<file path="src/design/bpa_pkg.sv">
// Package for the bitmap page allocator: codes, defaults, state type and
// the control/status bundles shared by controller and datapath.
// No dependencies.
`timescale 1ns / 1ps
`default_nettype none
package bpa_pkg;

	localparam int MAP_PAGES_DEF  = 32768;
	localparam int PAGE_BYTES_DEF = 4096;

	localparam logic [31:0] RESET_BASE  = 32'h4000_0000;
	localparam logic [31:0] RESET_START = 32'h4000_0000;

	// command codes
	localparam logic [2:0] CMD_ALLOC   = 3'd0;
	localparam logic [2:0] CMD_FREE    = 3'd1;
	localparam logic [2:0] CMD_RESERVE = 3'd2;
	localparam logic [2:0] CMD_MARK    = 3'd3;
	localparam logic [2:0] CMD_QUERY   = 3'd4;

	// status codes
	localparam logic [2:0] STAT_OK       = 3'd0;
	localparam logic [2:0] STAT_OOM      = 3'd1;
	localparam logic [2:0] STAT_NULL     = 3'd2;
	localparam logic [2:0] STAT_MISALIGN = 3'd3;
	localparam logic [2:0] STAT_RANGE    = 3'd4;
	localparam logic [2:0] STAT_DBLFREE  = 3'd5;

	// configuration register indexes
	localparam logic REG_REGION_BASE   = 1'b0;
	localparam logic REG_RESERVE_START = 1'b1;

	typedef enum logic [2:0] {
		ST_CLEAR,
		ST_IDLE,
		ST_CHECK,
		ST_READ,
		ST_LOAD,
		ST_EXEC,
		ST_DONE
	} state_t;

	// controller to datapath
	typedef struct packed {
		logic clr_step;
		logic init;
		logic check;
		logic rd;
		logic load;
		logic exec;
	} ctl_t;

	// datapath to controller
	typedef struct packed {
		logic clr_last;
		logic pre_done;
		logic ex_finish;
		logic ex_next;
	} stat_t;

endpackage
`default_nettype wire

</file>
<file path="src/design/bpa_ctrl.sv">
// Controller state machine for the bitmap page allocator.
// Depends on bpa_pkg.
`timescale 1ns / 1ps
`default_nettype none
module bpa_ctrl (
	input  wire logic          clk,
	input  wire logic          arst_n,
	input  wire logic          start,
	input  wire bpa_pkg::stat_t stat,
	output bpa_pkg::ctl_t      ctl,
	output logic               busy,
	output logic               done
);

	bpa_pkg::state_t state_q, state_nx;

	// hold state
	always_ff @(posedge clk or negedge arst_n) begin
		if (!arst_n) begin
			state_q <= bpa_pkg::ST_CLEAR;
		end else begin
			state_q <= state_nx;
		end
	end

	// next state and commands
	always_comb begin
		state_nx = state_q;
		ctl      = '0;
		busy     = 1'b1;
		done     = 1'b0;
		case (state_q)
			bpa_pkg::ST_CLEAR: begin
				ctl.clr_step = 1'b1;
				if (stat.clr_last) begin
					state_nx = bpa_pkg::ST_IDLE;
				end
			end
			bpa_pkg::ST_IDLE: begin
				busy = 1'b0;
				if (start) begin
					ctl.init = 1'b1;
					state_nx = bpa_pkg::ST_CHECK;
				end
			end
			bpa_pkg::ST_CHECK: begin
				ctl.check = 1'b1;
				state_nx  = stat.pre_done ? bpa_pkg::ST_DONE : bpa_pkg::ST_READ;
			end
			bpa_pkg::ST_READ: begin
				ctl.rd   = 1'b1;
				state_nx = bpa_pkg::ST_LOAD;
			end
			bpa_pkg::ST_LOAD: begin
				ctl.load = 1'b1;
				state_nx = bpa_pkg::ST_EXEC;
			end
			bpa_pkg::ST_EXEC: begin
				ctl.exec = 1'b1;
				if (stat.ex_finish) begin
					state_nx = bpa_pkg::ST_DONE;
				end else if (stat.ex_next) begin
					state_nx = bpa_pkg::ST_READ;
				end
			end
			bpa_pkg::ST_DONE: begin
				done     = 1'b1;
				state_nx = bpa_pkg::ST_IDLE;
			end
			default: begin
				state_nx = bpa_pkg::ST_IDLE;
			end
		endcase
	end

endmodule
`default_nettype wire

</file>
<file path="config.mk">
export PLATFORM = sky130hd
export DESIGN_NAME = bpa_ctrl
export DESIGN_NICKNAME = d
export VERILOG_FILES = /design/src/design/bpa_pkg.sv /design/src/design/bpa_ctrl.sv
export SDC_FILE = /design/constraint.sdc
export NUM_CORES = 1
export LEC_CHECK = 0
export BUFFER_PORTS_ARGS = -buffer_cell sky130_fd_sc_hd__clkbuf_2
export CAP_MARGIN = 30
export CORE_AREA = 2 2 39 41
export DETAILED_ROUTE_END_ITERATION = 8
export DIE_AREA = 0 0 41 43
export SLEW_MARGIN = 5
export SYNTH_ARGS = -nofsm -noshare
export SYNTH_HDL_FRONTEND = slang
export SYNTH_SLANG_ARGS = --single-unit
</file>
<file path="constraint.sdc">
create_clock -name clk -period 2.4 [get_ports clk]
set_input_delay 0 -clock clk [delete_from_list [all_inputs] [get_ports clk]]
set_output_delay 0 -clock clk [all_outputs]
set_load 0.05 [all_outputs]
</file>
==> Word-level counts from Yosys, hierarchy flattened <==
Cells that the tools add are included.
{ "word_totals": {"ff_bits": 3, "input_bits": 7, "out_inout_bits": 8, "wordCells": 27} }
{ "op_classes": {"n_eq_ne": 9, "mux": 15, "n_reduce_logical": 2} }
{ "ops": {"columns": ["cell", "n"], "rows": [
  ["$pmux W3 S6", 1],
  ["$mux W3", 5],
  ["$eq A3 B3 Y1 const B", 3],
  ["$mux W1", 9],
  ["$eq A3 B2 Y1 const B", 2],
  ["$ne A2 B2 Y1 const B", 2],
  ["$eq A3 B1 Y1 const B", 1],
  ["$logic_not A3 Y1", 1],
  ["$ne A3 B3 Y1 const B", 1],
  ["$reduce_and A3 Y1", 1]
]} }

==> Logic depth before layout (Yosys ltp) <==
Gate-level depths: netlist (run 1).
{ "depth": {"depth_word": 3, "ltp_mapped": 4, "ltp_nobuf": 4} }

==> Worst setup path before layout (run 1) <==
Ideal clock, no wire load.
{ "synth_timing": {"path_type": "reg2out", "startpoint": "register state_q[0]", "endpoint": "output port done", "n_path_buf": 1, "path_slack_ns": 0.641, "arrival_ns": 1.759, "stages_incl_launch_ff": 3, "path_cell_list": "dfrtp_1 buf_2 nor3b_1"} }
{ "synth_between": {"elab_chain_len": 2} }
{ "synth_rtl": {"columns": ["item", "line_no", "rtl"], "rows": [
  ["start, declared", "bpa_ctrl.sv:15", "bpa_pkg::state_t state_q, state_nx;"],
  ["start signal, assigned", "bpa_ctrl.sv:20", "state_q <= bpa_pkg::ST_CLEAR;"],
  ["start signal, assigned", "bpa_ctrl.sv:22", "state_q <= state_nx;"],
  ["$eq A3 B3 Y1", "bpa_ctrl.sv:32", "case (state_q)"],
  ["$mux W1", "bpa_ctrl.sv:32", null],
  ["end, declared", "bpa_ctrl.sv:12", "output logic done"]
]} }
Every way passes these cells.

==> implementation parameters, run 1 <==
Parameter                              Value

Outcome
  Result of the run ... complete, no violations

Global route
  Antenna violations before repair ... 0
  GR peak layer ... met2
  Total congestion overflow ... 0
  Wire length of the first global-routing pass ... 897 µm
  Number of global-route vias before repair ... 224
  Met1 track demand over resource in global routing ... 9.42%
  Met2 track utilization from global routing ... 10.6%
  Global-route track usage on met3 ... 4.71%
  Largest net degree at the start of global routing ... 16
  GRT Overall Usage ... 7.85%

Final layout
  Inserted Diodes ... 0
  Multi-input gate area ... 158 µm²
  Number of nets in the layout ... 55
  Regs by FF count ... state_q: 3 flops
  Leading cell types in the layout, fill and taps excluded ... 14 x clkbuf_2, 4 x nor2_1, 3 x nand2_1, 3 x clkbuf_4, 3 x dfrtp_1
  Core occupancy in the finished layout ... 26.5%
  Top reg by flops ... state_q
  Ratio of cells with drive above 1 in the final layout ... 46.8%
  Fill count ... 156
  Largest register FFs ... 3
  Most common library cell in the layout ignoring fill and taps ... clkbuf_2
  Area Growth Syn to Fin ... 46.5%
  Flip-flop and latch area ... 75.1 µm²

Power and ir drop
  Pwr dens ... 1720 mW/mm²
  Worst voltage drop across the vdd grid ... 0.473 mV
  Leak pwr ... 0.177 nW

Synth
  Synthesized cell area ... 250 µm²
  Syn. warnings ... 0
  Synthesized area per cell ... 8.34 µm²
  Synthesized instance count ... 30
  Number of library cell types mapped by synthesis ... 20
  Synthesized Nets ... 37
  Flip-flop and latch count after synthesis ... 3
  Part of the Yosys area used for sequential elements ... 30.0%

Drt
  Number of detailed-routing iterations run before antenna repair ... 2
  Via density per instance ... 4.30
  Routed wirelength normalized by instance count ... 9.79 µm
  Final ANT Viol Nets ... 0
  Number of DRC markers after the initial detailed-route iteration ... 2
  Post-Route WL ... 617 µm
  Total number of vias ... 271
  Post-detailed-route DRC marker count ... 0

Floorplanning
  IO Pins ... 15
  DIE AREA ... 0.00176 mm²
  Initial Utilization ... 18.1%
  Core ar. ... 0.00138 mm²
  Chip height ... 43 µm
  DIE WIDTH ... 41 µm
  Core Rows ... 14

Placed design
  PortBufs ... 14
  Final weighted congestion in routability-driven placement ... 0.725
  Minimum setup slack after placement ... 1.20 ns
  HPWL Detailed ... 479 µm

Critical path
  Capturing element type of the critical path ... output port
  Required @ worst endpoint ... 2.40 ns
  Start-to-end type of the worst setup path ... flop to output port
  Worst endpoint data arrival time ... 1.46 ns
  Category of the worst setup path launch point ... flop
  Worst-path maximum fanout ... 12
  R2R depth ... 3

STA
  Max Clock Freq ... 687 MHz
  Final Critical Period ... 1.46 ns
  Max-slew violation count ... 0
  Clock skew ... 0.00123 ns
  Final worst setup slack ... 0.945 ns
  Post-route fraction of the period consumed by the critical path ... 60.6%
  Setup_tns ... 0 ns
  Unrepaired setup endpoints after global routing ... no
  Finish-stage setup viols ... 0
  Worst Tran Pin Value ... 0.417 ns
  Final Hold Slack ... 0.0429 ns
  Hold Vio Cnt, Final ... 0
  Max-slew headroom at the worst pin ... 72.2%

Clock network
  Num CTS Buffers ... 3
  Clock H-tree levels ... 1
  Cell chosen for the clock root ... clkbuf_4
  Number of buffers on the longest clock path ... 2
  Clock slew at the register clock pins of the worst setup and hold paths ... 0.04 ns
  Number of sinks driven by the clock tree ... 3
  Count of cells resized by post-cts repair ... 0
  TritonCTS clock tree ... done
  Clock insertion delay at the later pin of the skew report ... 0.23 ns

Hold path
  Type of the worst min-delay path ... input pin to flop
  Hold Path Stages ... 3

Job
  Max-cap violations ... 0
power by group:
group / internal [mW] / switching (mW) / total [mW]
logic: 0.123 / 0.275 / 0.397
clock network: 0.0623 / 0.0255 / 0.0878
registers: 0.0752 / 0.0706 / 0.146
total: 0.260 / 0.371 / 0.631
Yosys cell counts, drive strengths merged:
cell    n  area (µm²)
nor2    4        15.0
dfrtp   3        75.1
nand2   3        11.3
and3    2        13.8
buf     2        10.0
inv     2        7.50
nor3    2        10.0
nor3b   2        26.3
o22ai   2        12.5
a21oi   1        8.76
a22oi   1        12.5
a31o    1        8.76
a32o    1        10.0
mux2i   1        10.0
nor4    1        6.26
o211ai  1        7.51
o21ai   1        5.00
cell type report:
class                      instances  area share, %
sequential                         3           20.5
multi-input combinational         23           43.0
clock buffer                       4           7.17
inverter                           2           2.05
timing repair buffer              15           21.8
tap                               16           5.46
metal layers:
metal	wire (µm)	vias up
li1	-	144
met1	286	120
met2	290	7
met3	40	0
met4	0	0
met5	0	-
path summary, 6_finish.rpt:
path                       startpoint         end  slack [ns]
hold reg to reg            state_q[2]  state_q[0]        0.67
setup reg to reg           state_q[0]  state_q[0]        1.23
min in group asynchronous      arst_n  state_q[2]        0.10
hold / removal                stat[3]  state_q[0]        0.04
setup / recovery           state_q[1]      ctl[4]        0.94
max in group asynchronous      arst_n  state_q[1]        2.19
critical path: stages, from the launching register on:
cell,delay [ns]
dfrtp_1,0.50
nor2_1,0.26
and3_1,0.19
clkbuf_2,0.27
logic make-up after synthesis:
family          count (synthesis)  share of synthesized area, %
buf+inv                         4                          7.00
flops                           3                          30.0
compound gates                  8                          26.0
mux                             1                          4.00
simple gates                   14                          33.0
what timing repair did:
action | in CTS | in global routing
hold buffers | 1 | 0
endpoints found under the hold margin | 3 | 0
buffers inserted | 0 | 0
endpoints found under the setup margin | 0 | 0
per-stage QoR:
stage	power (mW)	instances	instance area [µm²]
floorplan	0.472	30	250
global placement	0.543	58	330
detailed placement	0.545	58	330
CTS	0.639	63	367
global route	0.672	63	367
finish	0.631	63	367
Note: power is estimated with default switching activity, not from simulation.
==> run 2: changes to the inputs <==
==> constraint.sdc (replaced) <==
create_clock -name clk -period 1.4 [get_ports clk]
set_input_delay 0 -clock clk [delete_from_list [all_inputs] [get_ports clk]]
set_output_delay 0 -clock clk [all_outputs]
set_load 0.05 [all_outputs]
==> run 2 against run 1 <==
Cell count did not move. Worst hold slack improved by 0.0050 ns. Sequential cell count did not move. Critical path type unchanged. Clock-buffer cell count did not move. Non-clock buffer count did not move.
==> implementation parameters, run 2 (synthesized netlist as in run 1, its figures left out) <==
Parameter                              Value

Outcome
  Result of the run ... complete, no violations (unchanged)

Drt
  Via density per instance ... 4.51 (was 4.30)
  Post-Route WL ... 606 µm (was 617 µm)
  Post-detailed-route DRC marker count ... 0 (unchanged)
  Number of DRC markers after the initial detailed-route iteration ... 6 (was 2)
  Number of detailed-routing iterations run before antenna repair ... 4 (was 2)
  Total number of vias ... 284 (was 271)
  Final ANT Viol Nets ... 0 (unchanged)
  Routed wirelength normalized by instance count ... 9.62 µm (was 9.79 µm)

Final layout
  Ratio of cells with drive above 1 in the final layout ... 55.3% (was 46.8%)
  Regs by FF count ... state_q: 3 flops (unchanged)
  Inserted Diodes ... 0 (unchanged)
  Area Growth Syn to Fin ... 52.5% (was 46.5%)
  Flip-flop and latch area ... 77.6 µm² (was 75.1 µm²)
  Largest register FFs ... 3 (unchanged)
  Multi-input gate area ... 165 µm² (was 158 µm²)
  Top reg by flops ... state_q (unchanged)
  Most common library cell in the layout ignoring fill and taps ... clkbuf_2 (unchanged)
  Number of nets in the layout ... 55 (unchanged)
  Leading cell types in the layout, fill and taps excluded ... 11 x clkbuf_2, 5 x clkbuf_4, 3 x nand2_1, 3 x nor2_1 (was 14 x clkbuf_2, 4 x nor2_1, 3 x nand2_1, 3 x clkbuf_4, 3 x dfrtp_1)
  Fill count ... 154 (was 156)

Power and ir drop
  Sum of internal, switching and leakage power ... 1.11 mW (was 631 µW)
  Leak pwr ... 0.177 nW (about the same)
  Proportion of power drawn by flip-flops and latches ... 23.5% (was 23.1%)
  Net switching power ... 642 µW (was 371 µW)
  Logic gate share of total power ... 63.1% (was 63.0%)
  Pwr dens ... 2910 mW/mm² (was 1720 mW/mm²)
  Clock group share of total power ... 13.4% (was 13.9%)
  Sw Share ... 57.8% (was 58.8%)
  Worst voltage drop across the vdd grid ... 0.754 mV (was 0.473 mV)
  Internal Dissipation ... 468 µW (was 260 µW)

Clock network
  Num CTS Buffers ... 3 (unchanged)
  Clock insertion delay at the later pin of the skew report ... 0.23 ns (about the same)
  Post-CTS setup buffer count ... 0 (unchanged)
  Clock H-tree levels ... 1 (unchanged)
  TritonCTS clock tree ... done (unchanged)
  Number of buffers on the longest clock path ... 2 (unchanged)
  Number of sinks driven by the clock tree ... 3 (unchanged)
  Cell chosen for the clock root ... clkbuf_4 (unchanged)
  Clock slew at the register clock pins of the worst setup and hold paths ... 0.04 ns (about the same)

Critical path
  Worst stage delay on the critical path ... 0.44 ns (was 0.50 ns)
  Start-to-end type of the worst setup path ... flop to output port (unchanged)
  Category of the worst setup path launch point ... flop (unchanged)
  CP delay by family, top ... flip-flops (unchanged)
  Worst-path maximum fanout ... 7 (was 12)
  Startpoint of the most critical setup path ... state_q[2] (was state_q[1])
  Crit Reg-Reg Startpoint ... state_q[2] (was state_q[0])
  Required @ worst endpoint ... 1.40 ns (was 2.40 ns)
  CP max-delay cell ... dfrtp_1 (unchanged)
  Critical Path, Cell by Cell ... inv_2 > nand2_1 > nor2_1 > buf_2 (was nor2_1 > and3_1 > clkbuf_2)
  Capturing element type of the critical path ... output port (unchanged)
  Worst endpoint data arrival time ... 1.30 ns (was 1.46 ns)
  Buffer and inverter count on the worst path ... 2 (was 1)

STA
  Final Hold Slack ... 0.0479 ns (was 0.0429 ns)
  Hold Vio Cnt, Final ... 0 (unchanged)
  Post-route fraction of the period consumed by the critical path ... 93.1%
  Max Clock Freq ... 767 MHz
  Clock skew ... 0.00250 ns (was 0.00123 ns)
  Max-slew headroom at the worst pin ... 80.0% (was 72.2%)
  Worst Tran Pin Value ... 0.297 ns (was 0.417 ns)
  Final Critical Period ... 1.30 ns
  Finish-stage setup viols ... 0 (unchanged)
  Max-slew violation count ... 0 (unchanged)
  Unrepaired setup endpoints after global routing ... no (unchanged)
  Final worst setup slack ... 0.0962 ns (was 0.945 ns)

Placed design
  HPWL Detailed ... 480 µm (was 479 µm)
  Final weighted congestion in routability-driven placement ... 0.697 (was 0.725)
  Minimum setup slack after placement ... 0.207 ns (was 1.20 ns)
  PortBufs ... 14 (unchanged)

Floorplanning
  Initial Utilization ... 18.1% (unchanged)
  Core Rows ... 14 (unchanged)
  Core ar. ... 0.00138 mm² (unchanged)
  IO Pins ... 15 (unchanged)
  Chip height ... 43 µm (unchanged)
  DIE AREA ... 0.00176 mm² (unchanged)
  DIE WIDTH ... 41 µm (unchanged)

Job
  Max-cap violations ... 0 (unchanged)

Hold path
  Hold path startpoint ... stat[3] (unchanged)
  Type of the worst min-delay path ... input pin to flop (unchanged)

Global route
  Wire length of the first global-routing pass ... 972 µm (was 897 µm)
  Antenna violations before repair ... 0 (unchanged)
  Largest net degree at the start of global routing ... 16 (unchanged)
  Number of global-route vias before repair ... 241 (was 224)
  Total congestion overflow ... 0 (unchanged)
  GRT Overall Usage ... 8.56% (was 7.85%)
run 2: metal layers:
layer | track usage [%] | routed length, µm
met1 | 10.4 | 266
met2 | 10.9 | 303
met3 | 3.14 | 37
met4 | 8.00 | 0
met5 | 0 | 0
run 2: area by class of cell:
class | count | share of cell area [%]
sequential | 3 | 20.3
timing repair buffer | 15 | 22.3
inverter | 2 | 1.97
tap | 16 | 5.25
clock buffer | 4 | 6.89
multi-input combinational | 23 | 43.3
run 2: worst paths after layout:
kind                         endpoint  slack [ns]  cells after the start
max                            ctl[3]         0.1                      4
max in group asynchronous  state_q[1]        1.18                      2
min reg2reg                state_q[1]        0.62                      1
min in group asynchronous  state_q[0]        0.10                      2
max reg2reg                state_q[0]        0.30                      4
min                        state_q[0]        0.05                      3
run 2: repair_timing:
action,CTS,global route
gates resized for setup,2,5
endpoints found under the setup margin,2,4
hold endpoints to repair,3,0
cloned,0,0
hold buffers,1,0
run 2: power groups by stage:
stage	Clock [mW]	Sequential [mW]	Combinational, mW
finish	0.149	0.261	0.700
global route	0.171	0.277	0.745
CTS	0.154	0.255	0.696
detailed placement	0	0.253	0.689
global placement	0	0.252	0.687
floorplan	0	0.182	0.635
run 2: tightest hold or removal path, cell delays in order:
cell	delay, ns
clkbuf_2	0.09
nor4_1	0.05
a21oi_2	0.09
run 2: per-stage QoR:
stage,utilization [%],instance area [µm²],instances,TNS [ns]
3_5_place_dp,24.2,335,58,0
4_1_cts,27.1,375,63,0
2_1_floorplan,-,255,30,-0.558
5_1_grt,27.6,382,63,0
6_report,27.6,382,63,0
3_3_place_gp,24.2,335,58,0
